$ cat src/design/cfcc_pkg.sv
// ----------------------------------------------------------------------------
// cfcc_pkg
// shared constants, types and the crc-32 byte step for the container checker
// ----------------------------------------------------------------------------
`default_nettype none

package cfcc_pkg;

	// file geometry
	localparam int MAX_FILE_BYTES = 4096;
	localparam int HEADER_BYTES   = 18;
	// byte counter saturates at MAX_FILE_BYTES + 1
	localparam int CNT_W          = $clog2(MAX_FILE_BYTES + 2);

	// header layout, byte positions
	localparam int VER_POS = 8;
	localparam int LEN_POS = 10;
	localparam int CRC_POS = 14;

	// reflected crc-32
	localparam logic [31:0] CRC_POLY = 32'hEDB8_8320;
	localparam logic [31:0] CRC_INIT = 32'hFFFF_FFFF;

	// configuration register indexes
	localparam int CFG_IDX_W = 2;
	localparam logic [CFG_IDX_W-1:0] CFG_IDX_MAGIC   = 2'd0;
	localparam logic [CFG_IDX_W-1:0] CFG_IDX_VERSION = 2'd1;
	localparam logic [CFG_IDX_W-1:0] CFG_IDX_LENGTH  = 2'd2;

	// configuration register contents
	typedef struct packed {
		logic [63:0] magic;
		logic [15:0] version;
		logic [11:0] length;
	} cfg_t;

	// one result transaction
	typedef struct packed {
		logic [7:0] payload_byte;
		logic       payload_valid;
		logic       done;
		logic       verdict;
	} res_t;

	// one byte of the reflected crc, lsb first
	function automatic logic [31:0] crc_byte(input logic [31:0] crc_in, input logic [7:0] b);
		logic [31:0] c;
		c = crc_in ^ {24'd0, b};
		for (int k = 0; k < 8; k++) begin
			c = (c >> 1) ^ (CRC_POLY & {32{c[0]}});
		end
		return c;
	endfunction

endpackage

`default_nettype wire

$ cat src/design/cfcc_check_core.sv
// ----------------------------------------------------------------------------
// cfcc_check_core
// per-file state: header capture, payload crc, byte count and final verdict
// ----------------------------------------------------------------------------
`default_nettype none

module cfcc_check_core (
	input  wire                  clk,
	input  wire                  arst_n,
	input  wire                  advance,
	input  wire  [7:0]           file_byte,
	input  wire                  final_byte,
	input  cfcc_pkg::cfg_t       cfg,
	output cfcc_pkg::res_t       res
);
	import cfcc_pkg::*;

	localparam logic [CNT_W-1:0] POS_VER = CNT_W'(VER_POS);
	localparam logic [CNT_W-1:0] POS_LEN = CNT_W'(LEN_POS);
	localparam logic [CNT_W-1:0] POS_CRC = CNT_W'(CRC_POS);
	localparam logic [CNT_W-1:0] POS_PAY = CNT_W'(HEADER_BYTES);
	localparam logic [CNT_W-1:0] POS_MAX = CNT_W'(MAX_FILE_BYTES);
	localparam logic [CNT_W-1:0] CNT_SAT = CNT_W'(MAX_FILE_BYTES + 1);

	logic [CNT_W-1:0] count_q,   count_d;
	logic [31:0]      crc_q,     crc_d;
	logic             magic_ok_q, magic_ok_d;
	logic [15:0]      hdr_ver_q, hdr_ver_d;
	logic [31:0]      hdr_len_q, hdr_len_d;
	logic [31:0]      hdr_crc_q, hdr_crc_d;

	logic [CNT_W-1:0] ver_off, len_off, crc_off;
	logic             pay_valid;
	logic             bad;

	assign ver_off = count_q - POS_VER;
	assign len_off = count_q - POS_LEN;
	assign crc_off = count_q - POS_CRC;

	// header capture and payload crc for the byte at count_q
	always_comb begin
		magic_ok_d = magic_ok_q;
		hdr_ver_d  = hdr_ver_q;
		hdr_len_d  = hdr_len_q;
		hdr_crc_d  = hdr_crc_q;
		crc_d      = crc_q;
		pay_valid  = 1'b0;
		if (count_q < POS_VER) begin
			if (cfg.magic[8*count_q[2:0] +: 8] != file_byte) begin
				magic_ok_d = 1'b0;
			end
		end else if (count_q < POS_LEN) begin
			hdr_ver_d[8*ver_off[0] +: 8] = file_byte;
		end else if (count_q < POS_CRC) begin
			hdr_len_d[8*len_off[1:0] +: 8] = file_byte;
		end else if (count_q < POS_PAY) begin
			hdr_crc_d[8*crc_off[1:0] +: 8] = file_byte;
		end else if (count_q < POS_MAX) begin
			pay_valid = 1'b1;
			crc_d     = crc_byte(crc_q, file_byte);
		end
		count_d = (count_q < CNT_SAT) ? count_q + 1'b1 : count_q;
	end

	// verdict on the final byte, size is the count after this byte
	always_comb begin
		bad = (count_d > POS_MAX)
			|| (count_d < POS_PAY)
			|| !magic_ok_d
			|| (hdr_ver_d != cfg.version)
			|| (hdr_len_d != {20'd0, cfg.length})
			|| (count_d != POS_PAY + {1'b0, cfg.length})
			|| (~crc_d != hdr_crc_d);
	end

	// result for the byte in the input register
	always_comb begin
		res.payload_byte  = file_byte;
		res.payload_valid = pay_valid;
		res.done          = final_byte;
		res.verdict       = final_byte & bad;
	end

	// per-file state, back to reset values after the final byte
	always_ff @(posedge clk or negedge arst_n) begin
		if (!arst_n) begin
			count_q    <= '0;
			crc_q      <= CRC_INIT;
			magic_ok_q <= 1'b1;
			hdr_ver_q  <= '0;
			hdr_len_q  <= '0;
			hdr_crc_q  <= '0;
		end else if (advance) begin
			if (final_byte) begin
				count_q    <= '0;
				crc_q      <= CRC_INIT;
				magic_ok_q <= 1'b1;
				hdr_ver_q  <= '0;
				hdr_len_q  <= '0;
				hdr_crc_q  <= '0;
			end else begin
				count_q    <= count_d;
				crc_q      <= crc_d;
				magic_ok_q <= magic_ok_d;
				hdr_ver_q  <= hdr_ver_d;
				hdr_len_q  <= hdr_len_d;
				hdr_crc_q  <= hdr_crc_d;
			end
		end
	end

endmodule

`default_nettype wire

$ cat config.mk
export PLATFORM = sky130hd
export DESIGN_NAME = cfcc_check_core
export DESIGN_NICKNAME = d
export VERILOG_FILES = /design/src/design/cfcc_pkg.sv /design/src/design/cfcc_check_core.sv
export SDC_FILE = /design/constraint.sdc
export NUM_CORES = 1
export LEC_CHECK = 0
export BUFFER_PORTS_ARGS = -buffer_cell sky130_fd_sc_hd__buf_4
export CORE_UTILIZATION = 50
export CTS_BUF_LIST = sky130_fd_sc_hd__clkbuf_16
export DETAILED_ROUTE_END_ITERATION = 10
export PLACE_DENSITY_LB_ADDON = 0.3
export SLEW_MARGIN = 20
export SYNTH_ARGS = -nofsm -noshare
export SYNTH_HDL_FRONTEND = slang
export SYNTH_SLANG_ARGS = --single-unit
$ cat constraint.sdc
create_clock -name clk -period 5.5 [get_ports clk]
set_input_delay 0.55 -clock clk [delete_from_list [all_inputs] [get_ports clk]]
set_output_delay 0.55 -clock clk [all_outputs]
set_load 0.01 [all_outputs]
Word-level counts from Yosys, hierarchy flattened. Cells that the tools add are included.

Word-level logic and storage cells: 83. Flip-flop bits (word level): 126. Output and inout port bits: 11. Bits in latches: 0. Memory bits (read-only): 0. Memories: 0. RAM bits: 0.

$mul: 0. Bitwise operators: 11. Equal/unequal tests: 5. Shift operators: 7. Mux-type cells: 31. Add/subtract/negate cells: 8. Divide/modulo/power cells: 0. Reduce and logical (&&, ||, !) cells: 7. Magnitude comparators: 8.

Operator list (number): 2-to-1 mux 32 bit (15); bitwise XOR 31 x 32 -> 32 bit (8); negation 5 -> 34 bit (2); variable shift 8 x 34 -> 32 bit, first input constant (2); variable part select 8 x 34 -> 32 bit (2); bitwise mux 32 bit (2); variable part select 64 x 7 -> 8 bit (1); 2-to-1 mux 16 bit (3); < comparator 13 x 4 -> 1 bit, second input constant (3); negation 4 -> 34 bit (1); variable shift 8 x 34 -> 16 bit, first input constant (1); variable part select 8 x 34 -> 16 bit (1); inequality test 32 x 12 -> 1 bit (1); inequality test 32 bit (1); NOT 32 bit (1); bitwise XOR 32 x 8 -> 32 bit (1); < comparator 13 bit, second input constant (2); < comparator 13 x 5 -> 1 bit, second input constant (2); 2-to-1 mux 13 bit (2); bitwise mux 16 bit (1); inequality test 16 bit (1); adder 13 x 1 -> 13 bit, second input constant (1); adder 5 x 12 -> 13 bit, first input constant (1); > comparator 13 bit, second input constant (1); 8 further kinds (21).

Longest topological paths before layout.
Depth after elaboration: 18. Depth in mapped cells: 14.

Least setup slack after synthesis. Ideal clock, no wire load.

Path kind: register to output. Start point: register count_q[1]. End point: output port res[0] (netlist name). Required time: 4.950 ns. Setup slack: 1.851 ns. Stages on the path, launching flop included: 13. Buffers on the path: 2. Arrival time: 3.099 ns. Cells stage by stage: dfrtp_1 buf_2 buf_4 inv_1 ha_1 or3b_2 nor2_1 a22oi_1 xor2_1 nand4_1 or4_1 nor4_1 a31oi_1.

RTL lines: from (decl) (RTL line cfcc_check_core.sv:25) `logic [CNT_W-1:0] count_q, count_d;`; from (signal assigned) (RTL line cfcc_check_core.sv:102) `count_q <= count_d;`; to (decl) (RTL line cfcc_check_core.sv:14) `output cfcc_pkg::res_t res`.

==> reports/results.env <==
EFFECTIVE_UTILIZATION_AT_FLOORPLAN_PCT=50.9
FIRST_GLOBAL_VIAS=8516
SYNTH_COMPOUND_GATE_AREA_SHARE_PCT=23.8
CP-START-KIND='flip-flop'
REPORT.FINAL.HOLD_VIOL_COUNT=0
STD_CELL_ROWS=51
YOSYSSEQAREASHARE_PCT=32.2
OVERFLOW_AFTER_GRT=0
CLKTRANSATPATHREGS_PS=60
SYN-CELL-AREA_MM2=0.00991
DETAILEDPLACEMENTHPWL_MM=21.3
YOSYS.CELL_COUNT.TOP_TYPE='sky130_fd_sc_hd__dfrtp_1'
SYNTH_EDF_COUNT=0
TIMING.SETUP.TNS_PS=0
SYNTH.TOP_CELLS.BY_AREA='sky130_fd_sc_hd__dfrtp_1 23%, sky130_fd_sc_hd__dfstp_2 8.8%, sky130_fd_sc_hd__xnor2_1 8.1%'
FINAL_MIN_PERIOD_OVER_CLOCK_PERIOD_PCT=93.1
DIE_HEIGHT_UM=143
NET-SWITCHING-POWER_uW=2160
GRT_PASS1_WL_MM=48.1
NETSWITCHINGFRACTION_PCT=41.5
TIMING.FINAL.MAX_SLEW_VIOLATIONS=0
ACHIEVABLE-FREQUENCY_MHz=195
COMBINATIONAL_FAMILY_WITH_THE_MOST_AREA_AFTER_SYNTHESIS='compound AO/OA/AOI/OAI gates'
GRT.TOTAL_USAGE_PCT=31.3
POST_DRT_VIA_CELL_RATIO=6.39
POWERDENSITY_mW_PER_MM2=459
CTS.ROOT.BUFFER_CELL='sky130_fd_sc_hd__clkbuf_16'
CHIPWIDTH_UM=143
SEQUENTIALPOWERSHARE_PCT=26.2
CP_NUM_BUF_INV=1
BOUNDARYPINS=115
HOLD_BUFFERS=0
SYN_AVG_CELL_AREA_UM2=9.24
RUN_STATUS='completed'
NETLIST.AREA_LEADER.SHARE_PCT=23.5
AVG_WL_PER_CELL_UM=22.1
DRC=0
CRIT_PATH_CELL_TRACE='xor2_1 -> and2_1 -> and3_1 -> nand2_1 -> a2111oi_0 -> nand4_1 -> nor4_1 -> and4b_1 -> a31oi_1 -> buf_4'
MAX_CAP_VIOLATIONS=0
VDD_DROP_MAX_V=0.000272
SYNTH.MUX.AREA_FRACTION_PCT=8.43
FINALWIRELENGTH_MM=30.9
ROUTED-VIA-COUNT=8932
PATH_CLASS='reg -> out'
CTSLONGESTPATHBUFFERS=2
POSTSYNTH.TOPFLOPCELL='sky130_fd_sc_hd__dfrtp_1'
DESIGN.DIE.AREA_MM2=0.0204
SYNTH_SIMPLE_GATE_AREA_SHARE_PCT=14.1
NUMBER_OF_FLIP_FLOPS_AND_LATCHES_IN_THE_SYNTHESIZED_NETLIST=126
CTS_POST_SETUP_BUFFERS_INSERTED=0
MAXSLEWHEADROOM_PCT=28.0
AREA_DELTA_SYNTH_FINAL_PCT=14.5
CORE_REGION_AREA_MM2=0.0195
POSTROUTEANTENNANETS=0
PWR-SHARE-CLK_PCT=22.3
COMB_POWER_SHARE_PCT=51.5
YOSYSTOPAREACELL='sky130_fd_sc_hd__dfrtp_1'
ANTENNA_VIOLATIONS_BEFORE_REPAIR=0
YS_TOP_CELLS_BY_COUNT='93 x sky130_fd_sc_hd__dfrtp_1, 92 x sky130_fd_sc_hd__xnor2_1, 81 x sky130_fd_sc_hd__a21oi_1'
CTS_MAX_LEVEL=4
DIODES_INSERTED=0
FINAL_NET_COUNT=1230
WORST_SKEW_PAIR.LATE_LATENCY_PS=440
HOLDCRITPATHCLASS='in -> async'
WORST-ENDPOINT-ARRIVAL_PS=4570
ASYNC_FLOP_SHARE_PCT=100
CRITICAL-PATH-TOP-DELAY-FAMILY='simple AND/OR/NAND/NOR gates'
CPMAXSTAGEDELAYCELL='sky130_fd_sc_hd__dfrtp_1'
TIME_THE_WORST_PATH_NEEDS_WITH_I_O_DELAYS_AND_SETUP_PS=5120
CELL_TOTAL_AFTER_PLACEMENT=1366
WORSTPATHREQUIRED_PS=4950
WORSTPATHMAXFANOUT=29
WORSTSETUPENDPOINTTYPE='output port'
RSZ_0062_RAISED_AFTER_GLOBAL_ROUTING='false'
POST_SYNTH_NUM_CELL_TYPES=76
CPPEAKSTAGEDELAY_PS=1060
CTS-RESIZED-GATES=0
CP.DEPTH=10
WORSTMARGINPINSLEW_PS=1080
REG2REGPATHDEPTH=7
SYNTH-XOR-AREA-SHARE_PCT=15.6
PLACE.PORT_BUFFERS=114
SYNTH_ADDER_AREA_SHARE_PCT=0.758
STATIC-LEAKAGE-POWER_uW=0.00456
FINAL.SETUP_SKEW_PS=8.10
YOSYS_WARNINGS=0
SYNTH.NET_COUNT=1183
SYNTHCELLS=1073
LAYOUT.CELLS.NON_FILLER=1398
LARGEST_NET_DEGREE_AT_THE_START_OF_GLOBAL_ROUTING=65
INTERNAL_POWER_uW=3050
FIRSTDRTPASSITERS=5
TIMING.FINAL.SETUP_VIOLATIONS=0
DRT_FIRST_ITER_VIOLATIONS=994
NUMCLOCKSINKS=126
FINALWEIGHTEDCONGESTION=0.944
CTS_TREE='built'
POST_ROUTE_CELLS_DRIVE_ABOVE_1_SHARE_PCT=20.7
CTS_MADE_BUFFERS=17
[cell usage in the layout (no fill, tap or decap), types with 10 or more instances in the layout]
cell type                     n
sky130_fd_sc_hd__inv_1       10
sky130_fd_sc_hd__mux2i_1     43
sky130_fd_sc_hd__o22ai_1     21
sky130_fd_sc_hd__dfrtp_1     93
sky130_fd_sc_hd__nor2b_1     14
sky130_fd_sc_hd__nand3_1     17
sky130_fd_sc_hd__o21ai_0     38
sky130_fd_sc_hd__nor4_1      10
sky130_fd_sc_hd__a22oi_1     65
sky130_fd_sc_hd__a21oi_1     81
sky130_fd_sc_hd__mux4_2      16
sky130_fd_sc_hd__clkbuf_16   17
sky130_fd_sc_hd__nand4_1     19
sky130_fd_sc_hd__dfstp_2     33
sky130_fd_sc_hd__and2_1      21
sky130_fd_sc_hd__xor2_1      61
sky130_fd_sc_hd__nand2_1     53
sky130_fd_sc_hd__xnor2_1     92
sky130_fd_sc_hd__o2bb2ai_1   77
sky130_fd_sc_hd__buf_4      127
sky130_fd_sc_hd__nor2_1      72
sky130_fd_sc_hd__nor3_1      18
[area by class of cell]
cell class	count	area, µm²
multi-input cells	835	6220
repair buffers	127	953
inverters	13	48.8
clock inverters	15	173
clock buffers	17	425
well taps	265	332
fillers	1699	8120
flip-flops and latches	126	3190
[worst register-to-register path, delay by kind of cell (launching register included)]
| kind | cells | cell delay (ps) |
|---|---|---|
| flops | 1 | 1060 |
| simple gates | 1 | 450 |
| compound gates | 4 | 1040 |
| buf+inv | 2 | 500 |
[through the flow]
stage / total power, µW / hold slack (ps) / area (µm²) / utilization [%] / setup WS (ps)
global route: 5480 / 299 / 11300 / 58.3 / 151
finish: 5210 / 236 / 11300 / 58.3 / 381
CTS: 5180 / 259 / 11300 / 58.3 / 591
global placement: 3950 / 458 / 10700 / 55.2 / 1180
detailed placement: 3990 / 465 / 10700 / 55.2 / 1160
floorplan: 3340 / 254 / 9910 / - / 1850
[per-layer routing]
| metal | part of all wire [%] | vias to the layer above | track usage, % | routed length (µm) |
|---|---|---|---|---|
| met5 | 0 | - | 0 | 0 |
| met3 | 11 | 76 | 8.18 | 3360 |
| met4 | 3.6 | 0 | 13.9 | 1100 |
| li1 | - | 4073 | - | - |
| met2 | 44 | 497 | 47.9 | 13700 |
| met1 | 41 | 4286 | 41.6 | 12700 |
[power by group through the flow]
stage	registers [µW]	clock network (µW)	logic [µW]
floorplan	1300	0	2040
CTS	1360	1170	2640
global placement	1370	0	2580
finish	1360	1160	2680
detailed placement	1370	0	2610
global route	1390	1220	2870
[sequential cells by signal, summed over array words and instances, names as in the netlist]
| signal | count |
|---|---|
| count_q | 13 |
| crc_q | 32 |
| hdr_crc_q | 32 |
| hdr_len_q | 32 |
| hdr_ver_q | 16 |
| magic_ok_q | 1 |
[logic make-up (layout without fill, tap and decap cells)]
| family | Yosys count | in the layout |
|---|---|---|
| compound gates | 339 | 339 |
| xor+xnor | 164 | 164 |
| fa+ha+maj | 6 | 6 |
| buf+inv | 112 | 172 |
| flops | 126 | 126 |
| mux | 63 | 63 |
| simple gates | 263 | 263 |
[final timing paths]
path	endpoint	slack (ps)	from
worst min-delay path	hdr_crc_q[11]	240	arst_n
min in group clk	hdr_crc_q[22]	480	hdr_crc_q[22]
worst max-delay path	res[0]	380	count_q[2]
worst min register to register	hdr_crc_q[22]	480	hdr_crc_q[22]
max in group asynchronous	hdr_crc_q[26]	3920	arst_n
worst max register to register	crc_q[14]	2360	count_q[2]
Note: power is estimated with default switching activity, not from simulation.
